File: config.mk
export PLATFORM = sky130hd
export DESIGN_NAME = jpeg_marker_segment_parser
export DESIGN_NICKNAME = d
export VERILOG_FILES = /design/src/hdl/jmsp_pkg.sv /design/src/hdl/jmsp_front.sv /design/src/hdl/jmsp_queue.sv /design/src/hdl/jmsp_back.sv /design/src/hdl/jpeg_marker_segment_parser.sv
export VERILOG_INCLUDE_DIRS = /design/src /design/src/hdl
export SDC_FILE = /design/constraint.sdc
export NUM_CORES = 1
export LEC_CHECK = 0
export ABC_AREA = 1
export CAP_MARGIN = 20
export CORE_MARGIN = 2
export CORE_UTILIZATION = 45
export CTS_CLUSTER_DIAMETER = 80
export CTS_CLUSTER_SIZE = 16
export DETAILED_ROUTE_END_ITERATION = 6
export DONT_BUFFER_PORTS = 1
export PLACE_DENSITY = 0.71
export SLEW_MARGIN = 20
export SYNTH_ARGS = -nofsm -noshare
export SYNTH_HDL_FRONTEND = slang
export SYNTH_SLANG_ARGS = --single-unit
File: constraint.sdc
create_clock -name clk -period 10.07 [get_ports clk]
set_clock_uncertainty 0.1 [all_clocks]
set_input_delay 1.007 -clock clk [delete_from_list [all_inputs] [get_ports clk]]
set_output_delay 1.007 -clock clk [all_outputs]
set_load 0.01 [all_outputs]
File: src/hdl/jpeg_marker_segment_parser_assert.svh
// assertion macros for the marker segment parser
// each macro expects clk and rst in the scope where it is used
`ifndef JPEG_MARKER_SEGMENT_PARSER_ASSERT_SVH
`define JPEG_MARKER_SEGMENT_PARSER_ASSERT_SVH

`ifndef SYNTH
`define JMSP_ASSERT_IMPL(lbl, ante, cons) \
  lbl: assert property (@(posedge clk) disable iff (rst) (ante) |-> (cons)) \
    else $error("jmsp: same-cycle check failed");
`define JMSP_ASSERT_NEXT(lbl, ante, cons) \
  lbl: assert property (@(posedge clk) disable iff (rst) (ante) |=> (cons)) \
    else $error("jmsp: next-cycle check failed");
`else
`define JMSP_ASSERT_IMPL(lbl, ante, cons)
`define JMSP_ASSERT_NEXT(lbl, ante, cons)
`endif

`endif

File: src/hdl/jmsp_pkg.sv
`timescale 1ns / 1ps

package jmsp_pkg;

  // limits and sizes
  localparam int unsigned MAX_SEGMENTS = 20;
  localparam int unsigned KEPT_W       = 5;
  localparam int unsigned QUEUE_DEPTH  = 4;
  localparam int unsigned QPTR_W       = $clog2(QUEUE_DEPTH);
  localparam int unsigned QCNT_W       = $clog2(QUEUE_DEPTH + 1);

  // byte codes
  localparam logic [7:0]  BYTE_FF   = 8'hFF;
  localparam logic [7:0]  CODE_SOI  = 8'hD8;
  localparam logic [7:0]  CODE_EOI  = 8'hD9;
  localparam logic [7:0]  CODE_SOS  = 8'hDA;
  localparam logic [7:0]  CODE_COM  = 8'hFE;
  localparam logic [7:0]  CODE_APP1 = 8'hE1;
  localparam logic [2:0]  PAD_MAX   = 3'd6;
  localparam logic [15:0] LEN_MIN   = 16'd2;
  localparam logic [2:0]  TAG_LEN   = 3'd4;
  localparam logic [2:0]  FRAME_LEN = 3'd6;

  typedef enum logic [1:0] {
    EV_KEPT    = 2'd0,
    EV_DISCARD = 2'd1,
    EV_SCAN    = 2'd2,
    EV_ERROR   = 2'd3
  } event_t;

  typedef enum logic [2:0] {
    ERR_NONE     = 3'd0,
    ERR_NO_SOI   = 3'd1,
    ERR_TOO_MANY = 3'd2,
    ERR_PADDING  = 3'd3,
    ERR_BAD_LEN  = 3'd4,
    ERR_EARLY    = 3'd5,
    ERR_NO_IMAGE = 3'd6
  } err_t;

  typedef enum logic [7:0] {
    PH_IDLE     = 8'b0000_0001,
    PH_SOI_FF   = 8'b0000_0010,
    PH_SOI_CODE = 8'b0000_0100,
    PH_MARK     = 8'b0000_1000,
    PH_LEN_HI   = 8'b0001_0000,
    PH_LEN_LO   = 8'b0010_0000,
    PH_BODY     = 8'b0100_0000,
    PH_DONE     = 8'b1000_0000
  } phase_t;

  // classified input word
  typedef struct packed {
    logic       start;
    logic       eof;
    logic [7:0] data;
    logic       is_ff;
    logic       is_soi;
    logic       is_sof;
  } item_t;

  // one result word
  typedef struct packed {
    event_t             ev;
    err_t               err;
    logic [7:0]         marker;
    logic [15:0]        seg_len;
    logic [31:0]        seg_off;
    logic               frame_hdr;
    logic [7:0]         precision;
    logic [15:0]        height;
    logic [15:0]        width;
    logic [7:0]         comps;
    logic               color;
    logic [KEPT_W-1:0]  kept;
  } result_t;

  // start-of-frame codes: C0..CF except DHT, JPG and DAC
  function automatic logic is_sof(input logic [7:0] m);
    return (m[7:4] == 4'hC) && !((m[1:0] == 2'b00) && (m[3:2] != 2'b00));
  endfunction

  // the four tag letters of an exif body
  function automatic logic [7:0] exif_char(input logic [1:0] idx);
    logic [7:0] c;
    unique case (idx)
      2'd0: c = 8'h45;
      2'd1: c = 8'h78;
      2'd2: c = 8'h69;
      2'd3: c = 8'h66;
      default: c = 8'h00;
    endcase
    return c;
  endfunction

endpackage

File: src/hdl/jmsp_front.sv
`timescale 1ns / 1ps

module jmsp_front (
  input  logic            in_valid,
  output logic            in_stall,
  input  logic            start_of_file,
  input  logic [7:0]      data_byte,
  input  logic            end_of_file,
  input  logic            q_full,
  output logic            push,
  output jmsp_pkg::item_t item
);

  // take a word whenever the queue has room
  assign in_stall = q_full;
  assign push     = in_valid && !q_full;

  // classify the byte ahead of the parser
  always_comb begin
    item.start  = start_of_file;
    item.eof    = end_of_file;
    item.data   = data_byte;
    item.is_ff  = (data_byte == jmsp_pkg::BYTE_FF);
    item.is_soi = (data_byte == jmsp_pkg::CODE_SOI);
    item.is_sof = jmsp_pkg::is_sof(data_byte);
  end

endmodule

File: src/hdl/jmsp_queue.sv
`timescale 1ns / 1ps

module jmsp_queue (
  input  logic            clk,
  input  logic            rst,
  input  logic            push,
  input  jmsp_pkg::item_t push_item,
  input  logic            pop,
  output jmsp_pkg::item_t head,
  output logic            full,
  output logic            empty
);

  jmsp_pkg::item_t                   slots [jmsp_pkg::QUEUE_DEPTH];
  logic [jmsp_pkg::QPTR_W-1:0]       wr_ptr;
  logic [jmsp_pkg::QPTR_W-1:0]       rd_ptr;
  logic [jmsp_pkg::QCNT_W-1:0]       count;

  assign full  = (count == jmsp_pkg::QCNT_W'(jmsp_pkg::QUEUE_DEPTH));
  assign empty = (count == '0);
  assign head  = slots[rd_ptr];

  // storage
  always_ff @(posedge clk) begin
    if (push) begin
      slots[wr_ptr] <= push_item;
    end
  end

  // pointers and fill level
  always_ff @(posedge clk) begin
    if (rst) begin
      wr_ptr <= '0;
      rd_ptr <= '0;
      count  <= '0;
    end else begin
      if (push) begin
        wr_ptr <= wr_ptr + 1'b1;
      end
      if (pop) begin
        rd_ptr <= rd_ptr + 1'b1;
      end
      if (push && !pop) begin
        count <= count + 1'b1;
      end else if (pop && !push) begin
        count <= count - 1'b1;
      end
    end
  end

endmodule

File: src/hdl/jmsp_back.sv
`timescale 1ns / 1ps

module jmsp_back (
  input  logic              clk,
  input  logic              rst,
  input  logic              q_empty,
  input  jmsp_pkg::item_t   q_head,
  output logic              pop,
  output logic              out_valid,
  input  logic              out_stall,
  output jmsp_pkg::result_t res
);

  // parser state
  jmsp_pkg::phase_t              phase;
  logic [2:0]                    pad;
  logic [jmsp_pkg::KEPT_W-1:0]   kept;
  logic                          com_seen;
  logic [7:0]                    marker;
  logic                          marker_sof;
  logic [7:0]                    len_hi;
  logic [15:0]                   len;
  logic [15:0]                   left;
  logic [2:0]                    bidx;
  logic                          exif_ok;
  logic [31:0]                   offset;
  logic [31:0]                   start_off;
  logic [7:0]                    f_prec;
  logic [15:0]                   f_height;
  logic [15:0]                   f_width;
  logic [7:0]                    f_comps;

  // state after an optional restart
  jmsp_pkg::phase_t              c_phase;
  logic [2:0]                    c_pad;
  logic [jmsp_pkg::KEPT_W-1:0]   c_kept;
  logic                          c_com_seen;
  logic [7:0]                    c_marker;
  logic                          c_marker_sof;
  logic [7:0]                    c_len_hi;
  logic [15:0]                   c_len;
  logic [15:0]                   c_left;
  logic [2:0]                    c_bidx;
  logic                          c_exif_ok;
  logic [31:0]                   c_offset;
  logic [31:0]                   c_start_off;
  logic [7:0]                    c_prec;
  logic [15:0]                   c_height;
  logic [15:0]                   c_width;
  logic [7:0]                    c_comps;

  jmsp_pkg::phase_t              phase_next;
  logic [2:0]                    pad_next;
  logic [jmsp_pkg::KEPT_W-1:0]   kept_next;
  logic                          com_seen_next;
  logic [7:0]                    marker_next;
  logic                          marker_sof_next;
  logic [7:0]                    len_hi_next;
  logic [15:0]                   len_next;
  logic [15:0]                   left_next;
  logic [2:0]                    bidx_next;
  logic                          exif_ok_next;
  logic [31:0]                   offset_next;
  logic [31:0]                   start_off_next;
  logic [7:0]                    f_prec_next;
  logic [15:0]                   f_height_next;
  logic [15:0]                   f_width_next;
  logic [7:0]                    f_comps_next;

  logic                          has_res;
  logic                          finish;
  logic                          seg;
  logic                          frame;
  jmsp_pkg::event_t              ev;
  jmsp_pkg::err_t                err;
  jmsp_pkg::result_t             res_next;

  // take the next word whenever the result register is free or draining
  assign pop = !q_empty && (!out_valid || !out_stall);

  // restart view of the state
  always_comb begin
    c_phase      = phase;
    c_pad        = pad;
    c_kept       = kept;
    c_com_seen   = com_seen;
    c_marker     = marker;
    c_marker_sof = marker_sof;
    c_len_hi     = len_hi;
    c_len        = len;
    c_left       = left;
    c_bidx       = bidx;
    c_exif_ok    = exif_ok;
    c_offset     = offset;
    c_start_off  = start_off;
    c_prec       = f_prec;
    c_height     = f_height;
    c_width      = f_width;
    c_comps      = f_comps;
    if (q_head.start) begin
      c_phase      = jmsp_pkg::PH_SOI_FF;
      c_pad        = '0;
      c_kept       = '0;
      c_com_seen   = 1'b0;
      c_marker     = '0;
      c_marker_sof = 1'b0;
      c_len_hi     = '0;
      c_len        = '0;
      c_left       = '0;
      c_bidx       = '0;
      c_exif_ok    = 1'b1;
      c_offset     = '0;
      c_start_off  = '0;
      c_prec       = '0;
      c_height     = '0;
      c_width      = '0;
      c_comps      = '0;
    end
  end

  // one byte step of the parser
  always_comb begin
    phase_next      = c_phase;
    pad_next        = c_pad;
    kept_next       = c_kept;
    com_seen_next   = c_com_seen;
    marker_next     = c_marker;
    marker_sof_next = c_marker_sof;
    len_hi_next     = c_len_hi;
    len_next        = c_len;
    left_next       = c_left;
    bidx_next       = c_bidx;
    exif_ok_next    = c_exif_ok;
    offset_next     = c_offset;
    start_off_next  = c_start_off;
    f_prec_next     = c_prec;
    f_height_next   = c_height;
    f_width_next    = c_width;
    f_comps_next    = c_comps;
    has_res         = 1'b0;
    finish          = 1'b0;
    seg             = 1'b0;
    frame           = 1'b0;
    ev              = jmsp_pkg::EV_ERROR;
    err             = jmsp_pkg::ERR_NONE;

    // byte offset, held at all ones
    if (c_phase != jmsp_pkg::PH_IDLE && c_phase != jmsp_pkg::PH_DONE &&
        !q_head.eof && c_offset != '1) begin
      offset_next = c_offset + 32'd1;
    end

    unique case (c_phase)
      jmsp_pkg::PH_SOI_FF: begin
        if (q_head.eof || !q_head.is_ff) begin
          has_res = 1'b1;
          err     = jmsp_pkg::ERR_NO_SOI;
        end else begin
          phase_next = jmsp_pkg::PH_SOI_CODE;
        end
      end
      jmsp_pkg::PH_SOI_CODE: begin
        if (q_head.eof || !q_head.is_soi) begin
          has_res = 1'b1;
          err     = jmsp_pkg::ERR_NO_SOI;
        end else begin
          phase_next = jmsp_pkg::PH_MARK;
          pad_next   = '0;
        end
      end
      jmsp_pkg::PH_MARK: begin
        if (c_kept >= jmsp_pkg::KEPT_W'(jmsp_pkg::MAX_SEGMENTS)) begin
          has_res = 1'b1;
          err     = jmsp_pkg::ERR_TOO_MANY;
        end else if (q_head.eof) begin
          has_res = 1'b1;
          err     = jmsp_pkg::ERR_EARLY;
        end else if (q_head.is_ff) begin
          if (c_pad >= jmsp_pkg::PAD_MAX) begin
            has_res = 1'b1;
            err     = jmsp_pkg::ERR_PADDING;
          end else begin
            pad_next = c_pad + 3'd1;
          end
        end else begin
          marker_next     = q_head.data;
          marker_sof_next = q_head.is_sof;
          pad_next        = '0;
          phase_next      = jmsp_pkg::PH_LEN_HI;
        end
      end
      jmsp_pkg::PH_LEN_HI: begin
        if (q_head.eof) begin
          has_res = 1'b1;
          err     = jmsp_pkg::ERR_EARLY;
        end else begin
          start_off_next = c_offset;
          len_hi_next    = q_head.data;
          phase_next     = jmsp_pkg::PH_LEN_LO;
        end
      end
      jmsp_pkg::PH_LEN_LO: begin
        if (q_head.eof) begin
          has_res = 1'b1;
          err     = jmsp_pkg::ERR_EARLY;
        end else begin
          len_next = {c_len_hi, q_head.data};
          if (len_next < jmsp_pkg::LEN_MIN) begin
            has_res = 1'b1;
            err     = jmsp_pkg::ERR_BAD_LEN;
          end else begin
            left_next    = len_next - jmsp_pkg::LEN_MIN;
            bidx_next    = '0;
            exif_ok_next = 1'b1;
            if (c_marker_sof) begin
              f_prec_next   = '0;
              f_height_next = '0;
              f_width_next  = '0;
              f_comps_next  = '0;
            end
            if (len_next == jmsp_pkg::LEN_MIN) begin
              finish = 1'b1;
            end else begin
              phase_next = jmsp_pkg::PH_BODY;
            end
          end
        end
      end
      jmsp_pkg::PH_BODY: begin
        if (q_head.eof) begin
          has_res = 1'b1;
          err     = jmsp_pkg::ERR_EARLY;
        end else begin
          // exif tag check over the first four body bytes
          if (c_marker == jmsp_pkg::CODE_APP1 && c_bidx < jmsp_pkg::TAG_LEN &&
              q_head.data != jmsp_pkg::exif_char(c_bidx[1:0])) begin
            exif_ok_next = 1'b0;
          end
          // frame header capture
          if (c_marker_sof) begin
            unique case (c_bidx)
              3'd0: f_prec_next         = q_head.data;
              3'd1: f_height_next[15:8] = q_head.data;
              3'd2: f_height_next[7:0]  = q_head.data;
              3'd3: f_width_next[15:8]  = q_head.data;
              3'd4: f_width_next[7:0]   = q_head.data;
              3'd5: f_comps_next        = q_head.data;
              default: ;
            endcase
          end
          if (c_bidx < jmsp_pkg::FRAME_LEN) begin
            bidx_next = c_bidx + 3'd1;
          end
          left_next = c_left - 16'd1;
          if (c_left == 16'd1) begin
            finish = 1'b1;
          end
        end
      end
      default: ;
    endcase

    // errors end the parse
    if (has_res) begin
      phase_next = jmsp_pkg::PH_DONE;
      ev         = jmsp_pkg::EV_ERROR;
    end

    // segment completion and its classification
    if (finish) begin
      has_res    = 1'b1;
      seg        = 1'b1;
      pad_next   = '0;
      phase_next = jmsp_pkg::PH_MARK;
      kept_next  = c_kept + 1'b1;
      ev         = jmsp_pkg::EV_KEPT;
      priority if (c_marker == jmsp_pkg::CODE_SOS) begin
        phase_next = jmsp_pkg::PH_DONE;
        ev         = jmsp_pkg::EV_SCAN;
      end else if (c_marker == jmsp_pkg::CODE_EOI) begin
        phase_next = jmsp_pkg::PH_DONE;
        ev         = jmsp_pkg::EV_ERROR;
        err        = jmsp_pkg::ERR_NO_IMAGE;
      end else if (c_marker == jmsp_pkg::CODE_COM) begin
        if (c_com_seen) begin
          kept_next = c_kept;
          ev        = jmsp_pkg::EV_DISCARD;
        end else begin
          com_seen_next = 1'b1;
        end
      end else if (c_marker == jmsp_pkg::CODE_APP1) begin
        if (!(exif_ok_next && bidx_next >= jmsp_pkg::TAG_LEN)) begin
          kept_next = c_kept;
          ev        = jmsp_pkg::EV_DISCARD;
        end
      end else begin
        frame = c_marker_sof;
      end
    end
  end

  // result word
  always_comb begin
    res_next.ev        = ev;
    res_next.err       = err;
    res_next.marker    = seg ? marker_next : '0;
    res_next.seg_len   = seg ? len_next : '0;
    res_next.seg_off   = seg ? start_off_next : '0;
    res_next.frame_hdr = frame;
    res_next.precision = f_prec_next;
    res_next.height    = f_height_next;
    res_next.width     = f_width_next;
    res_next.comps     = f_comps_next;
    res_next.color     = (f_comps_next == 8'd3);
    res_next.kept      = kept_next;
  end

  // state registers
  always_ff @(posedge clk) begin
    if (rst) begin
      phase <= jmsp_pkg::PH_IDLE;
    end else if (pop) begin
      phase <= phase_next;
    end
  end

  always_ff @(posedge clk) begin
    if (pop) begin
      pad        <= pad_next;
      kept       <= kept_next;
      com_seen   <= com_seen_next;
      marker     <= marker_next;
      marker_sof <= marker_sof_next;
      len_hi     <= len_hi_next;
      len        <= len_next;
      left       <= left_next;
      bidx       <= bidx_next;
      exif_ok    <= exif_ok_next;
      offset     <= offset_next;
      start_off  <= start_off_next;
      f_prec     <= f_prec_next;
      f_height   <= f_height_next;
      f_width    <= f_width_next;
      f_comps    <= f_comps_next;
    end
  end

  // output register
  always_ff @(posedge clk) begin
    if (rst) begin
      out_valid <= 1'b0;
    end else if (!out_valid || !out_stall) begin
      out_valid <= pop && has_res;
    end
  end

  always_ff @(posedge clk) begin
    if (pop && has_res) begin
      res <= res_next;
    end
  end

endmodule

File: src/hdl/jpeg_marker_segment_parser.sv
`timescale 1ns / 1ps

// JPEG marker segment parser. Takes one file byte (or an end-of-file mark) per
// cycle unless stalled and, after the SOI check, walks the marker segments,
// giving one result word for each finished segment and for each error. A new
// byte is accepted every cycle while the four-word queue between the byte
// classifier and the parser state machine has room; the parser drains one word
// per cycle when its result register is free or being taken, so sustained rate
// is one byte per cycle while out_stall is low. A result is registered as its
// byte leaves the queue. Assert start_of_file on the first byte of each file.

`include "jpeg_marker_segment_parser_assert.svh"

module jpeg_marker_segment_parser (
  input  logic        clk,
  input  logic        rst,
  input  logic        in_valid,
  output logic        in_stall,
  input  logic        start_of_file,
  input  logic [7:0]  data_byte,
  input  logic        end_of_file,
  output logic        out_valid,
  input  logic        out_stall,
  output logic [1:0]  event_res,
  output logic [2:0]  error_code,
  output logic [7:0]  marker_code,
  output logic [15:0] segment_length,
  output logic [31:0] segment_offset,
  output logic        is_frame_header,
  output logic [7:0]  sample_precision,
  output logic [15:0] image_height,
  output logic [15:0] image_width,
  output logic [7:0]  component_count,
  output logic        is_color,
  output logic [4:0]  segments_kept
);

  logic               push;
  logic               pop;
  logic               q_full;
  logic               q_empty;
  jmsp_pkg::item_t    push_item;
  jmsp_pkg::item_t    q_head;
  jmsp_pkg::result_t  res;

  // byte classifier
  jmsp_front u_front (
    .in_valid      (in_valid),
    .in_stall      (in_stall),
    .start_of_file (start_of_file),
    .data_byte     (data_byte),
    .end_of_file   (end_of_file),
    .q_full        (q_full),
    .push          (push),
    .item          (push_item)
  );

  // decoupling queue
  jmsp_queue u_queue (
    .clk       (clk),
    .rst       (rst),
    .push      (push),
    .push_item (push_item),
    .pop       (pop),
    .head      (q_head),
    .full      (q_full),
    .empty     (q_empty)
  );

  // segment parser
  jmsp_back u_back (
    .clk       (clk),
    .rst       (rst),
    .q_empty   (q_empty),
    .q_head    (q_head),
    .pop       (pop),
    .out_valid (out_valid),
    .out_stall (out_stall),
    .res       (res)
  );

  // result fields
  assign event_res        = res.ev;
  assign error_code       = res.err;
  assign marker_code      = res.marker;
  assign segment_length   = res.seg_len;
  assign segment_offset   = res.seg_off;
  assign is_frame_header  = res.frame_hdr;
  assign sample_precision = res.precision;
  assign image_height     = res.height;
  assign image_width      = res.width;
  assign component_count  = res.comps;
  assign is_color         = res.color;
  assign segments_kept    = res.kept;

  // checks
  `JMSP_ASSERT_IMPL(a_err_has_code, out_valid && event_res == jmsp_pkg::EV_ERROR,
                    error_code != jmsp_pkg::ERR_NONE)
  `JMSP_ASSERT_IMPL(a_ok_no_code, out_valid && event_res != jmsp_pkg::EV_ERROR,
                    error_code == jmsp_pkg::ERR_NONE)
  `JMSP_ASSERT_IMPL(a_kept_limit, out_valid, segments_kept <= 5'(jmsp_pkg::MAX_SEGMENTS))
  `JMSP_ASSERT_IMPL(a_frame_kept, out_valid && is_frame_header, event_res == jmsp_pkg::EV_KEPT)
  `JMSP_ASSERT_NEXT(a_pop_needs_word, pop, !$past(q_empty))

endmodule

==> impl_metrics.env, run 1 <==
export IMPL_die_area_um2=41010
export IMPL_drive_gt1_frac=0.07573
export IMPL_ys_seq_elements=360
export IMPL_hold_viol_final=0
export IMPL_syn_nets=1848
export IMPL_rsz0062_at_grt="no"
export IMPL_cts_htree_levels=1
export IMPL_gr_usage_all_layers=0.2027
export IMPL_ys_seq_area_frac=0.5994
export IMPL_cts_tree="done"
export IMPL_cp_slowest_stage_delay_ns=0.91
export IMPL_grtUsageMet2=0.3356
export IMPL_power_total_mw=6.599
export IMPL_initial_core_util=0.4578
export IMPL_area_delta_synth_final_pct=6.385
export IMPL_cp_arrival_ns=6.22
export IMPL_antenna_found_initial=0
export IMPL_async_flop_share=0
export IMPL_crit_top_cell="nand2_1"
export IMPL_avgSynthCellArea_um2=9.760
export IMPL_nNetsFinal=1826
export IMPL_worst_path_max_fanout=78
export IMPL_boundaryPins=132
export IMPL_grt_pass1_wl_um=66100
export IMPL_insertion_delay_ns=0.58
export IMPL_final_common_cell="nand2_1"
export IMPL_cts_max_path_buffers=3
export IMPL_use_met1=0.2785
export IMPL_synth_edf_count=342
export IMPL_use_met3=0.03082
export IMPL_core_um2=38740
export IMPL_dr_first_iter_drc_count=1210
export IMPL_cellLeakagePower_nw=7.080
export IMPL_cts_hold_buf=0
export IMPL_clkSinkCount=360
export IMPL_cts_repair_resized=0
export IMPL_die_w_um=202.5
export IMPL_synthesis_area_um2=17730
export IMPL_ys_warn_count=0
export IMPL_cts_setup_buffers=0
export IMPL_die_h_um=202.5
export IMPL_ant_nets=0
export IMPL_path_clk_slew_ns=0.07
export IMPL_crit_chain="inv_4, nand2_1, nand3_1, nand2_4, buf_4, o21ai_0, nand2_1, nor2_1, nand2_2, nand3_4, o21ai_4, nor2_2, inv_1, nand2_1, inv_4, buf_4"
export IMPL_slew_limit_headroom=0.3175
export IMPL_placementRows=72
export IMPL_fin_crit_sh=0.6077
export IMPL_worstMarginPinSlew_ns=1.024
export IMPL_diodes=0
export IMPL_setup_viol=0
export IMPL_cp_start_kind="flop"
export IMPL_layout_common_cells="nand2_1 (422), edfxtp_1 (342), inv_1 (206), nor2_1 (183), nand3_1 (104)"
export IMPL_synth_cells=1817
export IMPL_grt_busiest_layer="met2"
export IMPL_tns_ns=0
export IMPL_ys_flop_type="edfxtp_1"
export IMPL_slew_violations=0
export IMPL_powerDensity_nw_per_um2=349.8
export IMPL_ir_worst_vdd_uv=272.8
export IMPL_num_fill_cells=3601
export IMPL_firstDrtPassIters=5
export IMPL_timing_fmax_mhz=163.4
export IMPL_yosys_area_top_type="edfxtp_1"
export IMPL_grt_start_max_net_pins=79
export IMPL_cp_required_ns=10.17
export IMPL_grt_overflow=0
export IMPL_yosys_top_cells_area="edfxtp_1 (58%), nand2_1 (8.9%), inv_1 (4.4%), nor2_1 (3.9%), nand3_1 (2.9%)"
export IMPL_hold_class="reg -> reg"
export IMPL_cp_slowest_cell="dfxtp_1"
export IMPL_grt_pass1_vias=11961
export IMPL_clock_root_buffer="clkbuf_16"
export IMPL_outcome="finished clean"
export IMPL_place_congestion=0.8904
export IMPL_drt_wirelength_per_cell_um=18.09
export IMPL_crit_buf_inv=5
export IMPL_port_buffers=0
export IMPL_cp_end_kind="flop"
export IMPL_dr_total_vias=12560
export IMPL_cts_made_buffers=27
export IMPL_yosysTopAreaCellShare=0.5791
export IMPL_maxCapViolations=0
export IMPL_wl_um=42100
export IMPL_vias_per_cell=5.398
export IMPL_drc=0
export IMPL_path_class="reg -> reg"
export IMPL_path_delay_family="buffers and inverters"
export IMPL_synth_cell_type_count=56
export IMPL_fin_crit_ns=6.119
export IMPL_dp_hpwl_um=28790
[tightest hold or removal path: stages, from the launching register on]
cell and delay, ns:
dfxtp_1 0.31, nand2_1 0.06, a21oi_1 0.06
[logic make-up after synthesis]
kind of cell | after synthesis | synth area share
and+or+nand+nor | 834 | 0.2078
DFF | 360 | 0.5994
buffers and inverters | 293 | 0.07034
AOI/OAI and AO/OA | 265 | 0.08629
xor gates and xnor gates | 48 | 0.02371
adders and majority gates | 17 | 0.01242
[power breakdown]
part | internal (mW) | switching [mW] | total [mW] | leakage [nW]
registers | 2.68 | 0.403 | 3.08 | 3.52
logic | 0.581 | 1.92 | 2.50 | 3.19
clock network | 0.501 | 0.511 | 1.01 | 0.371
total | 3.76 | 2.84 | 6.60 | 7.08
[stage by stage]
step | instances | hold slack, ns | util | cell area, um^2 | worst slack (ns)
floorplan | 1817 | 0.3363 | - | 17730 | 0.3900
global placement | 2284 | 0.3512 | 0.4671 | 18090 | 4.164
detailed placement | 2284 | 0.3529 | 0.4672 | 18100 | 3.914
CTS | 2327 | 0.3621 | 0.4870 | 18860 | 3.899
global route | 2327 | 0.3627 | 0.4870 | 18870 | 3.313
finish | 2327 | 0.3646 | 0.4870 | 18870 | 3.951
[cells in the mapped netlist (2+ instances only)]
master,n
inv_2,22
nor4_2,3
o31ai_1,2
nand4_1,16
xor2_1,48
nand3_2,6
a21oi_1,42
nor2_2,7
nor2_4,6
nand3_1,104
inv_1,208
buf_2,21
o211ai_1,8
edfxtp_1,342
dfxtp_1,18
clkbuf_1,19
o32ai_1,7
inv_4,2
nor3_2,4
o22ai_1,26
nor2_1,185
a31oi_1,2
buf_6,12
nand2_1,422
o21ai_1,46
o21ai_2,5
nand2_4,5
nand4_2,2
o21a_1,2
a311oi_1,2
buf_4,4
a211oi_1,4
nand2_2,21
o221ai_1,6
ha_1,16
o21bai_1,3
nor3_1,34
buf_1,4
o21ai_0,103
nor4_1,10
a21oi_2,3
[cell type report]
type,instances,area (um^2),area share
Sequential cell,360,10630,0.5635
Multi-Input combinational cell,1164,5861,0.3107
Inverter,232,884.6,0.04689
Clock buffer,38,716.9,0.03800
Tap cell,518,648.1,0.03435
Timing Repair Buffer,10,75.07,0.003979
Clock inverter,5,50.05,0.002653
[worst paths after layout]
kind                            cells after the start  slack, ns                    startpoint                           end
worst max-delay path                               16       3.95                          flop      u_back.res[34]$_DFFE_PP_
worst min register to register                      2       0.36  u_back.phase[1]$_SDFFE_PP0P_  u_back.phase[1]$_SDFFE_PP0P_
worst min-delay path                                2       0.36  u_back.phase[1]$_SDFFE_PP0P_  u_back.phase[1]$_SDFFE_PP0P_
worst max register to register                     16       3.95                          flop      u_back.res[34]$_DFFE_PP_
[state kept, by name (all words and copies together) (netlist names), 16 cells and up, named ones only]
signal	flops
u_back.f_width	16
u_back.start_off	32
u_queue.slots	52
u_back.len	16
u_back.res	116
u_back.f_height	16
u_back.left	16
u_back.offset	32
[metal layers]
metal  up-vias  part of all wire
met4         0             0.028
met3        70             0.055
met2       403              0.47
met1      5980              0.44
li1       6107                 -
met5         -                 0
No activity file was read; power rests on OpenSTA's default activity.
==> run 2: changes to the inputs <==
Settings changed: ABC_AREA 1 to 0.
Clock period 10.07 ns to 5.2 ns, I/O delays scaled along.
==> impl_metrics.env, run 2 <==
export IMPL_outcome="finished clean"
export IMPL_ant_nets=0
export IMPL_ys_seq_area_frac=0.6319
export IMPL_cp_end_kind="flop"
export IMPL_antenna_found_initial=1
export IMPL_cp_required_ns=5.29
export IMPL_clkSinkCount=360
export IMPL_yosysTopAreaCellShare=0.6104
export IMPL_cts_made_buffers=27
export IMPL_hold_class="in -> reg"
export IMPL_rsz0062_at_grt="no"
export IMPL_num_fill_cells=3125
export IMPL_cp_start_kind="flop"
export IMPL_drive_gt1_frac=0.08243
export IMPL_min_path_cells=1
export IMPL_die_h_um=197.4
export IMPL_path_delay_family="simple AND/OR/NAND/NOR gates"
export IMPL_port_buffers=0
export IMPL_hold_viol_final=0
export IMPL_async_flop_share=0
export IMPL_setup_viol=0
export IMPL_grt_overflow=0
export IMPL_fin_crit_ns=4.462
export IMPL_worstMarginPinSlew_ns=1.039
export IMPL_synth_most_common_cell="edfxtp_1"
export IMPL_place_inst=1788
export IMPL_core_um2=36700
export IMPL_insertion_delay_ns=0.58
export IMPL_maxCapViolations=0
export IMPL_grt_pass1_vias=10609
export IMPL_top_regs="u_back.res x116, u_queue.slots x52"
export IMPL_gr_usage_all_layers=0.1980
export IMPL_multi_input_area_um2=5846
export IMPL_timing_fmax_mhz=224.1
export IMPL_largest_register="u_back.res"
export IMPL_yosys_area_top_type="edfxtp_1"
export IMPL_area_delta_synth_final_pct=8.828
export IMPL_synth_common_cells="edfxtp_1 (342), nor2_1 (124), nand2_1 (121)"
export IMPL_synth_cell_type_count=81
export IMPL_cts_tree="done"
export IMPL_ys_flop_type="edfxtp_1"
export IMPL_ys_seq_elements=360
export IMPL_wl_um=38790
export IMPL_ir_worst_vdd_uv=338.1
export IMPL_cts_repair_resized=0
export IMPL_synth_edf_count=342
export IMPL_ff2ff_path_depth=12
export IMPL_powerDensity_nw_per_um2=615.8
export IMPL_crit_chain="buf_12, mux4_4, nor2b_1, ha_1, nor2_1, or4bb_1, nand2b_1, a21oi_1, nand3_1, nand2_1, clkinvlp_4, buf_4"
export IMPL_tns_ns=0
export IMPL_grt_pass1_wl_um=60700
export IMPL_firstDrtPassIters=5
export IMPL_die_area_um2=38950
export IMPL_final_common_cell="edfxtp_1"
export IMPL_dp_hpwl_um=25400
export IMPL_grt_start_max_net_pins=86
export IMPL_nNetsFinal=1393
export IMPL_cts_max_path_buffers=3
export IMPL_r2r_end="u_back.res[2]$_DFFE_PP_"
export IMPL_slew_violations=0
export IMPL_vias_per_cell=5.991
export IMPL_drt_wirelength_per_cell_um=20.95
export IMPL_synthesis_area_um2=16820
export IMPL_seqCellArea_um2=10630
export IMPL_cellLeakagePower_nw=5.953
export IMPL_ff2ff_setup_slack_ns=0.74
export IMPL_path_class="reg -> reg"
export IMPL_stdcell_count=1852
export IMPL_avgSynthCellArea_um2=12.27
export IMPL_largest_register_ffs=116
export IMPL_clock_root_buffer="clkbuf_16"
export IMPL_initial_core_util=0.4584
export IMPL_min_from="data_byte[4]"
export IMPL_path_clk_slew_ns=0.07
export IMPL_layout_common_cells="edfxtp_1 (342), nor2_1 (123), nand2_1 (121), o21ai_0 (101), nand3_1 (78)"
export IMPL_boundaryPins=132
export IMPL_crit_buf_inv=3
export IMPL_fin_crit_sh=0.8580
export IMPL_cp_slowest_stage_delay_ns=0.81
export IMPL_synth_cells=1371
export IMPL_worst_path_max_fanout=79
export IMPL_cp_arrival_ns=4.55
export IMPL_placementRows=70
export IMPL_cp_slowest_cell="mux4_4"
export IMPL_place_congestion=0.8813
export IMPL_syn_nets=1402
export IMPL_slew_limit_headroom=0.3071
export IMPL_die_w_um=197.4
export IMPL_cts_htree_levels=1
export IMPL_dr_total_vias=11095
export IMPL_min_to="u_queue.slots[2][0]$_DFFE_PP_"
export IMPL_dr_first_iter_drc_count=978
export IMPL_yosys_top_cells_area="edfxtp_1 (61%), mux2i_1 (3.1%), o21ai_0 (3.0%), nor2_1 (2.8%), nand2_1 (2.7%)"
export IMPL_drc=0
export IMPL_ys_warn_count=0
-- run 2: cell types whose count changed after synthesis, sizes merged, moves of 27 or more --
cell,previous run,this run
nor3,38,66
and2,0,27
nand2,448,121
nand3,111,78
mux2i,0,52
xor2,48,20
inv,232,19
nor2,198,127
o21ai,155,110
-- run 2: how the worst max path moves through the flow --
stage                     start                            to  slack, ns  depth (start not counted)
after CTS                  flop  u_back.res[54]$_SDFFCE_PP0P_       0.74                         12
final                      flop       u_back.res[2]$_DFFE_PP_       0.74                         12
after detailed placement   flop  u_back.res[54]$_SDFFCE_PP0P_       0.78                         12
after floorplan            flop       u_back.res[0]$_DFFE_PP_       0.03                         16
after global placement     flop       u_back.res[0]$_DFFE_PP_       0.82                         12
after global routing       flop  u_back.res[95]$_SDFFCE_PP0P_       0.46                         12
-- run 2: what timing repair did --
| item | in CTS | in global routing |
|---|---|---|
| hold buffers | 11 | 0 |
| endpoints found under the hold margin | 58 | 0 |
| buffers inserted | 0 | 0 |
-- run 2: cell families after synthesis --
group,synth area share
buffers and inverters,0.02320
xor gates and xnor gates,0.02030
adders and majority gates,0.01309
AOI/OAI and AO/OA,0.09408
and+or+nand+nor,0.1604
DFF,0.6319
muxes,0.05704
-- run 2: where the power goes --
part / switching [mW] / internal (mW) / total [mW]
logic: 2.37 / 1.02 / 3.39
clock network: 0.990 / 1.09 / 2.08
registers: 0.874 / 4.94 / 5.81
-- run 2: cell type report --
type,count,area share
inverter,20,0.004579
sequential,360,0.5806
clock inverter,5,0.005330
timing repair buffer,34,0.01749
clock buffer,45,0.04059
tap,468,0.03198
antenna,1,0.0001367
multi-input combinational,919,0.3193
-- run 2: routing by layer --
metal	global-route usage	routed length, um	vias to the layer above
met5	0	0	-
met4	0.06154	933	0
met3	0.03620	2883	61
met2	0.3073	17830	391
met1	0.2838	17140	5446
li1	-	-	5197
-- run 2: per-stage QoR --
step / instance area (um^2) / worst slack (ns) / util / hold slack [ns] / total power, mW
final: 18310 / 0.7383 / 0.4989 / 0.07690 / 11.27
after global routing: 18310 / 0.4572 / 0.4989 / 0.06160 / 11.91
after CTS: 18280 / 0.7364 / 0.4981 / 0.04875 / 11.34
after detailed placement: 17330 / 0.7764 / 0.4722 / 0.3999 / 9.226
after global placement: 17330 / 0.8247 / 0.4722 / 0.3772 / 9.130
after floorplan: 16840 / 0.02884 / - / 0.3672 / 8.100
